<file path="src/sv/sem_ram.sv">
`default_nettype none

module sem_ram #(
  parameter int WIDTH = 8,
  parameter int DEPTH = 16
) (
  input  wire logic                     clk,
  input  wire logic                     we,
  input  wire logic [$clog2(DEPTH)-1:0] waddr,
  input  wire logic [WIDTH-1:0]         wdata,
  input  wire logic [$clog2(DEPTH)-1:0] raddr,
  output logic      [WIDTH-1:0]         rdata
);

  logic [WIDTH-1:0] mem [DEPTH];

  always_ff @(posedge clk) begin
    if (we) begin
      mem[waddr] <= wdata;
    end
    rdata <= mem[raddr];
  end

endmodule

`default_nettype wire

</file>
<file path="config.mk">
export PLATFORM = sky130hd
export DESIGN_NAME = sem_ram
export DESIGN_NICKNAME = d
export VERILOG_FILES = /design/src/sv/sem_ram.sv
export SDC_FILE = /design/constraint.sdc
export NUM_CORES = 1
export LEC_CHECK = 0
export BUFFER_PORTS_ARGS = -buffer_cell sky130_fd_sc_hd__buf_2
export CORE_MARGIN = 2
export CORE_UTILIZATION = 65
export CTS_BUF_LIST = sky130_fd_sc_hd__clkbuf_16
export CTS_CLUSTER_SIZE = 12
export DETAILED_ROUTE_END_ITERATION = 10
export PLACE_DENSITY = 0.84
export SLEW_MARGIN = 20
export SYNTH_ARGS = -nofsm -noshare
export SYNTH_HDL_FRONTEND = slang
export SYNTH_SLANG_ARGS = --single-unit
</file>
<file path="constraint.sdc">
create_clock -name clk -period 2.4 [get_ports clk]
set_input_delay 0 -clock clk [delete_from_list [all_inputs] [get_ports clk]]
set_output_delay 0 -clock clk [all_outputs]
set_load 0.05 [all_outputs]
</file>
==> flow_metrics.py <==
metrics = {
    "yosys": {
        "synth_fa_ha_area_share_pct": 0,
        "postSynthAreaPerCell_um2": 22.5,
        "synth_top_family_by_area": "multiplexers",
        "synthCells": 229,
        "syn-cell-area_um2": 5150,
        "yosysTopAreaCell": "edfxtp_1",
        "synthSimpleGateAreaFrac_pct": 3.18,
        "syn_nets": 247,
        "synth.ff_latch_count": 136,
        "ys_seq_area_share_pct": 77.8,
        "synth_top_area_share_pct": 74.7,
        "synth_compound_area_share_pct": 2.33,
        "synth-xor-area-share_pct": 0,
        "muxShareOfSynthArea_pct": 15.0,
        "synthTopCellsByArea": "edfxtp_1 (75%), mux4_2 (7.9%), mux4_1 (7.1%), dfxtp_1 (3.1%), a22oi_1 (2.3%)",
        "ys_warn_count": 0,
        "synth_cell_type_count": 19,
    },
    "power_and_ir_drop": {
        "power_density_nw_per_um2": 907,
        "irDropWorstVdd_mv": 0.613,
        "p_leak_nw": 2.07,
    },
    "drt": {
        "wire_per_inst_um": 26.3,
        "drt-initial-drc-count": 299,
        "ant_nets": 0,
        "vias_per_cell": 6.35,
        "drtPass1Iterations": 5,
        "top_layer": "met4",
        "dr_wl_met3_um": 1110,
        "route.detailed.drc": 0,
        "wl_met1_um": 3910,
        "route.met2.wl_um": 5350,
        "via_count": 2540,
        "routed_wl_um": 10500,
    },
    "floorplan": {
        "design.core.area_um2": 7690,
        "initial_core_util_pct": 67.0,
        "die_w_um": 93.0,
        "rows": 32,
        "dieArea_um2": 8650,
        "ioPinCount": 26,
        "die_h_um": 93.0,
    },
    "min_path": {
        "min_path_type": "primary input to flip-flop",
        "whs_path_depth": 3,
        "hold-path-endpoint": "mem[4][0]$_DFFE_PP_",
        "hold_start": "waddr[0]",
    },
    "final_layout": {
        "area_growth_pct": 18.8,
        "final_cell_area_um2": 6110,
        "fillers": 364,
        "final_cell_mix": "edfxtp_1 (128), buf_2 (25), mux4_2 (18)",
        "drive_above_1_share_pct": 29.9,
        "n_antenna_cell": 0,
        "nets": 303,
        "fin_util_pct": 79.5,
        "final_common_cell": "edfxtp_1",
    },
    "worst_setup_path": {
        "required_ns": 2.69,
        "reg2reg_to": "rdata[0]$_DFF_P_",
        "r2r_cells": 3,
        "r2r_setup_slack_ns": 0.98,
        "r2r_start": "mem[1][0]$_DFFE_PP_",
        "startpoint_type": "flip-flop",
        "critPathKind": "flip-flop to flip-flop",
        "critPathMaxFanout": 1,
        "worstPathArrival_ns": 1.71,
        "endpoint_kind": "flip-flop",
    },
    "sta": {
        "finClkSkew_ns": 0.00894,
        "relSlewSlack_pct": 44.5,
        "finalHoldViolations": 0,
        "setup_viol": 0,
        "maxSlewViolCount": 0,
        "finalCritPeriodShare_pct": 59.3,
        "tightest_slew_ns": 0.829,
        "min_period_ns": 1.42,
        "fmax_mhz": 702,
        "totalNegativeSetupSlack_ns": 0,
        "rsz0062_at_grt": "false",
    },
    "cts": {
        "cts-root-buf": "clkbuf_16",
        "postCtsResizedCells": 0,
        "cts_tree": "done",
        "clkSlewWorstSetupHoldPaths_ns": 0.06,
        "clk_latency_ns": 0.41,
        "cts.sinks": 136,
        "numCtsBuffers": 17,
        "htreeDepth": 4,
        "cts_setup_buffers": 0,
        "cts_buffer_depth": 2,
    },
    "run": {
        "drv_cap": 0,
    },
    "grt": {
        "overflow": 0,
        "grt_first_pass_wirelength_um": 15700,
        "grt_pass1_vias": 2575,
        "grtUsageTotal_pct": 27.1,
        "grt_antenna_before_repair": 0,
        "grt_start_max_net_pins": 33,
    },
    "placed_design": {
        "hpwl_um": 5900,
        "dpl_cell_area_um2": 5430,
        "gp_congestion": 0.756,
        "portBuffers": 25,
    },
    "run_status": {
        "status": "complete, no violations",
    },
}
-- cell usage after synthesis --
master             n
or3b_2             1
and2b_1            1
dfxtp_1            8
nand2b_1           2
and2_1             1
nor2b_1            1
buf_4              1
nand3_1            1
nor3_1             4
edfxtp_1         128
mux4_2            18
mux4_1            14
buf_6              3
buf_2              3
nand2_1            9
clkdlybuf4s25_2    3
nor2_1            13
nand3b_1           2
a22oi_1           16
-- timing repair --
item / in CTS / in global routing
hold endpoints to repair: 128 / 0
hold buffers: 8 / 0
setup endpoints to repair: 0 / 0
-- final cells by class --
cell class / count / area, um^2 / area share, %
clock buffer: 17 / 425 / 6.96
clock inverter: 15 / 176 / 2.89
multi-input combinational: 83 / 1060 / 17.3
sequential: 136 / 4000 / 65.5
tap: 102 / 128 / 2.09
timing repair buffer: 47 / 323 / 5.28
-- worst max-delay path, cell delays in order, from the launching register on --
cell and delay (ns):
edfxtp_1 0.39, mux4_1 0.56, a22oi_1 0.28, nand2_1 0.08
-- where the power goes --
group | total (mW) | leakage, nW | internal [mW] | switching (mW)
clock | 2.56 | 0.268 | 1.63 | 0.930
sequential | 2.67 | 1.22 | 2.66 | 0.0180
combinational | 0.307 | 0.583 | 0.111 | 0.196
total | 5.54 | 2.07 | 4.40 | 1.14
-- flip-flops by register name (all words and copies together), names as in the netlist --
| name | flops |
|---|---|
| mem | 128 |
| rdata | 8 |
-- per-stage QoR --
| step | power, mW | instances | hold WS, ns | worst slack [ns] |
|---|---|---|---|---|
| global route | 5.69 | 400 | 0.175 | 0.946 |
| CTS | 5.58 | 400 | 0.146 | 0.973 |
| detailed placement | 3.01 | 360 | 0.389 | 0.892 |
| finish | 5.54 | 400 | 0.162 | 0.976 |
| floorplan | 2.91 | 229 | 0.0989 | 0.907 |
| global placement | 3.00 | 360 | 0.379 | 0.931 |
-- worst max-delay path by stage --
stage,from,to,slack (ns),depth (start not counted)
floorplan,waddr[2],mem[0][0]$_DFFE_PP_,0.91,2
global placement,raddr[1],rdata[7]$_DFF_P_,0.93,4
detailed placement,raddr[1],rdata[7]$_DFF_P_,0.89,4
CTS,mem[2][0]$_DFFE_PP_,rdata[0]$_DFF_P_,0.97,3
global route,mem[3][0]$_DFFE_PP_,rdata[0]$_DFF_P_,0.95,3
finish,mem[1][0]$_DFFE_PP_,rdata[0]$_DFF_P_,0.98,3
-- cells by family after synthesis --
| family | after synthesis |
|---|---|
| buffers and inverters | 10 |
| AO/OA/AOI/OAI | 16 |
| multiplexers | 32 |
| flip-flops | 136 |
| AND/OR/NAND/NOR | 35 |
-- layer usage --
| metal | vias up | global-route usage (%) |
|---|---|---|
| li1 | 1093 | - |
| met4 | 0 | 12.7 |
| met1 | 1279 | 36.9 |
| met3 | 17 | 8.22 |
| met5 | - | 0 |
| met2 | 151 | 41.1 |
No activity file was read; power rests on OpenSTA's default activity.
