<file path="config.mk">
export PLATFORM = sky130hd
export DESIGN_NAME = sem_isqrt
export DESIGN_NICKNAME = d
export VERILOG_FILES = /design/src/sv/sem_pkg.sv /design/src/sv/sem_isqrt.sv
export SDC_FILE = /design/constraint.sdc
export NUM_CORES = 1
export LEC_CHECK = 0
export BUFFER_PORTS_ARGS = -buffer_cell sky130_fd_sc_hd__buf_2
export CORE_MARGIN = 4
export CORE_UTILIZATION = 25
export CTS_BUF_LIST = sky130_fd_sc_hd__clkbuf_16
export DETAILED_ROUTE_END_ITERATION = 8
export PLACE_DENSITY = 0.41
export SLEW_MARGIN = 20
export SYNTH_ARGS = -nofsm -noshare
export SYNTH_HDL_FRONTEND = slang
export SYNTH_SLANG_ARGS = --single-unit
</file>
<file path="constraint.sdc">
create_clock -name clk -period 8.4 [get_ports clk]
set_input_delay 0.42 -clock clk [delete_from_list [all_inputs] [get_ports clk]]
set_output_delay 0.42 -clock clk [all_outputs]
set_load 0.02 [all_outputs]
</file>
<file path="src/sv/sem_pkg.sv">
`default_nettype none

package sem_pkg;

  // configuration register indexes
  localparam logic [0:0] REG_FRAME_WIDTH  = 1'b0;
  localparam logic [0:0] REG_FRAME_HEIGHT = 1'b1;

  localparam int CFG_W = 13;

  localparam logic [CFG_W-1:0] WIDTH_RESET  = 13'd640;
  localparam logic [CFG_W-1:0] HEIGHT_RESET = 13'd480;
  localparam logic [CFG_W-1:0] MIN_SIZE     = 13'd3;
  localparam logic [CFG_W-1:0] MAX_HEIGHT   = 13'd4096;

  // sum of squares of two 10-bit gradient magnitudes
  localparam int SQ_W = 21;

  // above this sum the rounded root is at least 256
  localparam logic [SQ_W-1:0] SAT_LIMIT = 21'd65280;
  localparam logic [7:0]      MAG_MAX   = 8'd255;

  typedef struct packed {
    logic [7:0] pixel;
    logic       frame_start;
  } sem_in_t;

  typedef struct packed {
    logic [7:0]  magnitude;
    logic [11:0] out_column;
    logic [11:0] out_row;
    logic        frame_done;
  } sem_out_t;

  // status of the square-root unit toward the sequencer
  typedef struct packed {
    logic       done;
    logic [7:0] root;
  } sem_root_t;

endpackage

`default_nettype wire

</file>
<file path="src/sv/sem_isqrt.sv">
`default_nettype none

module sem_isqrt
  import sem_pkg::*;
(
  input  wire logic            clk,
  input  wire logic            rst,
  input  wire logic            start,
  input  wire logic [SQ_W-1:0] square,
  output sem_root_t            status
);

  logic [15:0] sq;
  logic        sat;
  logic [7:0]  root;
  logic [15:0] rr;
  logic [7:0]  bitm;
  logic        running;
  logic        done;
  logic [7:0]  result;

  logic [7:0]  trial;
  logic [15:0] prod;
  logic [15:0] rem;
  logic        round_up;

  // one trial bit per cycle, msb first
  assign trial    = root | bitm;
  assign prod     = 16'(trial) * 16'(trial);
  assign rem      = sq - rr;
  assign round_up = rem > 16'(root);

  always_ff @(posedge clk) begin
    if (rst) begin
      running <= 1'b0;
      done    <= 1'b0;
    end else if (start) begin
      running <= 1'b1;
      done    <= 1'b0;
    end else if (running && bitm == 8'd0) begin
      running <= 1'b0;
      done    <= 1'b1;
    end else begin
      done    <= 1'b0;
    end
  end

  always_ff @(posedge clk) begin
    if (start) begin
      sq   <= 16'(square);
      sat  <= square > SAT_LIMIT;
      root <= 8'd0;
      rr   <= 16'd0;
      bitm <= 8'h80;
    end else if (running) begin
      if (bitm != 8'd0) begin
        if (prod <= sq) begin
          root <= trial;
          rr   <= prod;
        end
        bitm <= bitm >> 1;
      end else begin
        if (sat || (round_up && root == MAG_MAX)) begin
          result <= MAG_MAX;
        end else if (round_up) begin
          result <= root + 8'd1;
        end else begin
          result <= root;
        end
      end
    end
  end

  assign status.done = done;
  assign status.root = result;

endmodule

`default_nettype wire
</file>
==> summary.md <==
| Metric | Value |
|---|---|
| Peak Freq | `139 MHz` |
| Clock power frac | `45.3%` |
| Max-cap violations | `0` |
| Post-CTS sizing | `0` |
| Multi-input logic area | `0.00340 mm2` |
| Syn-to-layout area delta | `16.0%` |
| Final Skew | `0.0128 ns` |
| Fraction of registers with async set/reset | `0%` |
| Unique masters post-synth | `51` |
| Layout net count | `738` |
| Grt total ovfl | `0` |
| Pwr/cell area | `150 mW/mm2` |
| Post-Synthesis Cell Area | `0.00517 mm2` |
| Fin crit share | `85.5%` |
| Status | `finished, final reports clean` |
| GR Util All Layers | `11.8%` |
| Pleak | `2.64 nW` |
| Final GP Congestion | `0.868` |
| Clock Latency Late Sink | `0.33 ns` |
| First-pass GRT wire length | `22.2 mm` |
| H-tree Lvls | `3` |
| Final hold viol count | `0` |
| Critical path arrival | `7.37 ns` |
| CTS Buf Count | `9` |
| Cell Rows | `52` |
| Postcts setup bufs | `0` |
| Clock Sinks | `57` |
| Vias per inst | `4.68` |
| Fin. max-slew vios | `0` |
| Average cell area after synthesis | `8.80 um2` |
| Worst Tran Pin Value | `0.972 ns` |
| I/O Buffers | `32` |
| Largest net degree at the start of global routing | `52` |
| Die area | `0.0231 mm2` |
| Setup_tns | `0 ns` |
| Synth warn | `0` |
| Clock-pin slew on the worst setup and hold paths | `0.06 ns` |
| Post-synth top flop | `dfxtp_1` |
| Seq/Total Area, Yosys | `26.9%` |
| Post-synth EDFFs | `25` |
| Worst Hold Launch | `rst` |
| CTS tree | `yes` |
| Switching power | `0.254 mW` |
| Setup crit start kind | `flip-flop` |
| Syn nets | `704` |
| Core Region | `0.0203 mm2` |
| Synth top area cells | `ha_1, edfxtp_1, dfxtp_1` |
| Switching part of the total | `28.2%` |
| Seq cells post-synth | `57` |
| Hold_ws | `0.254 ns` |
| Max rail drop VDD | `0.0000747 V` |
| Drt first pass iters | `4` |
| DPL Wire Length | `10.8 mm` |
| CP required | `8.59 ns` |
| DR WL/cell | `14.8 um` |
| Share of layout cells above drive strength 1 | `10.4%` |
| Root buf cell | `clkbuf_16` |
| Initial antenna violation count | `0` |
| # fillers | `2,179` |
| ANT nets after route | `0` |
| Ports | `33` |
| # setup viols final | `0` |
| Max-slew headroom | `34.7%` |
| Hold_buf cts | `0` |
| DRC errors left | `0` |
| Period minus WS final | `7.18 ns` |
| Mapped Cells | `588` |
| Top-area cell type share of the netlist area | `16.2%` |
| Die H | `152 um` |
| Crit end category | `flip-flop` |
| Vias in the first global route | `4,286` |
| Pint | `0.647 mW` |
| Startpoint of the worst-slack reg-to-reg timing path | `root[3]$_SDFFE_PP0P_` |
| Max clock buf depth | `2` |
| Seq pwr share | `34.9%` |
| Initial drt markers | `222` |
| Critical path startpoint | `root[3]$_SDFFE_PP0P_` |
| Initial core utilization | `25.5%` |
| Kind of critical path | `flip-flop to flip-flop` |
| ANT cells | `0` |
| Gate power share | `19.8%` |
| Top cell type by total area after synthesis | `ha_1` |
| Storage element area | `0.00139 mm2` |
| Die Span X | `152 um` |
| Worst hold path class | `input port to flip-flop` |
| Crit path max fanout | `14` |
| Vias | `4,198` |
| Final WL | `13.3 mm` |
| RSZ-0062 raised after global routing | `no` |
## critical path, cell delays in order (launching register included)
cell and delay [ns]:
dfxtp_1 0.38, nor2_1 0.45, inv_1 0.22, nand2_1 0.14, inv_1 0.06, fa_1 0.46
fa_1 0.55, inv_1 0.05, fa_1 0.50, fa_1 0.55, inv_1 0.05, ha_1 0.33
or2_2 0.30, o31ai_1 0.12, o31ai_1 0.17, o41ai_1 0.33, xnor2_1 0.22, ha_1 0.30
o21a_1 0.12, o21a_1 0.17, a221o_1 0.36, a21oi_2 0.59, buf_4 0.35, mux2i_1 0.21
nor2_1 0.05
## layer usage
| metal | global-route usage [%] | vias to the layer above | part of all wire (%) |
|---|---|---|---|
| met5 | 0 | - | 0 |
| met4 | 3.51 | 0 | 1.5 |
| met3 | 2.25 | 15 | 3.2 |
| li1 | - | 2104 | - |
| met1 | 16.5 | 2012 | 49 |
| met2 | 18.7 | 67 | 46 |
## area by class of cell
type	count	area share, %
multi-input cells	430	56.7
flip-flops and latches	57	23.2
well taps	270	5.63
inverters	87	5.44
clock buffers	13	5.42
repair buffers	37	3.29
clock inverters	3	0.375
## through the flow
stage	cell area [um2]	instances	power, mW	utilization (%)	worst slack (ns)
finish	6000	897	0.901	29.6	1.22
global placement	5660	881	0.497	27.9	1.27
detailed placement	5660	881	0.498	27.9	1.21
CTS	6000	897	0.915	29.6	1.15
global route	6000	897	0.948	29.6	0.685
floorplan	5170	588	0.443	-	1.92
## synth_stat cells, types with 2 or more instances
master      n
nor2_1     80
mux2i_1    23
dfxtp_1    32
o21bai_1    3
o21ai_0    17
o22ai_1     2
nor3_1     20
nand3_1    10
o31a_2      2
o21a_1      9
a21oi_1    34
nand2_1    16
xor2_1      5
o211ai_1    2
a211oi_1    7
inv_1      87
and2_1      3
clkbuf_1   11
or2_2       4
a2111oi_0   2
a21o_1     14
a31o_2      3
edfxtp_1   25
and3_1      4
ha_1       67
nor4_1      6
nand4_1     9
xnor2_1    23
a2111o_1    2
nor2b_1     3
or3_1       2
fa_1       25
a31oi_1     7
nand2b_1    8
buf_2       2
o31ai_1     4
## power by group through the flow
stage	Clock [mW]	Sequential, mW	Combinational (mW)
floorplan	0	0.315	0.129
global placement	0	0.321	0.175
detailed placement	0	0.321	0.177
CTS	0.421	0.315	0.179
global route	0.432	0.317	0.200
finish	0.408	0.315	0.178
## flip-flops by register name, indices dropped and copies added (netlist names)
| register | flops |
|---|---|
| rr | 14 |
| running | 1 |
| result | 8 |
| sat | 1 |
| bitm | 8 |
| done | 1 |
| sq | 16 |
| root | 8 |
## cells by family (layout without fill, tap and decap cells)
kind of cell | count (synthesis) | count (layout) | share of synthesized area [%]
multiplexers | 23 | 23 | 4.45
AND/OR/NAND/NOR | 166 | 166 | 14.7
flip-flops | 57 | 57 | 26.9
AO/OA/AOI/OAI | 121 | 121 | 15.9
adder cells (fa/ha/maj) | 92 | 92 | 25.9
buffers and inverters | 101 | 140 | 7.45
XOR/XNOR | 28 | 28 | 4.74
## path summary, 6_finish.rpt
| check | endpoint | slack [ns] | depth (start not counted) |
|---|---|---|---|
| worst min register to register | rr[12]$_SDFFE_PP0P_ | 0.50 | 2 |
| worst max register to register | rr[11]$_SDFFE_PP0P_ | 1.22 | 24 |
| worst min-delay path | running$_SDFFE_PP0P_ | 0.25 | 2 |
| worst max-delay path | rr[11]$_SDFFE_PP0P_ | 1.22 | 24 |
## layout by cell type, fill, tap and decap left out, types with 13 or more instances in the layout
cell type,count
inv_1,87
nor2_1,80
ha_1,67
a21oi_1,33
dfxtp_1,32
buf_2,32
fa_1,25
edfxtp_1,25
xnor2_1,23
mux2i_1,23
nor3_1,20
o21ai_0,17
nand2_1,16
a21o_1,14
clkbuf_16,13
No activity file was read; power rests on OpenSTA's default activity.
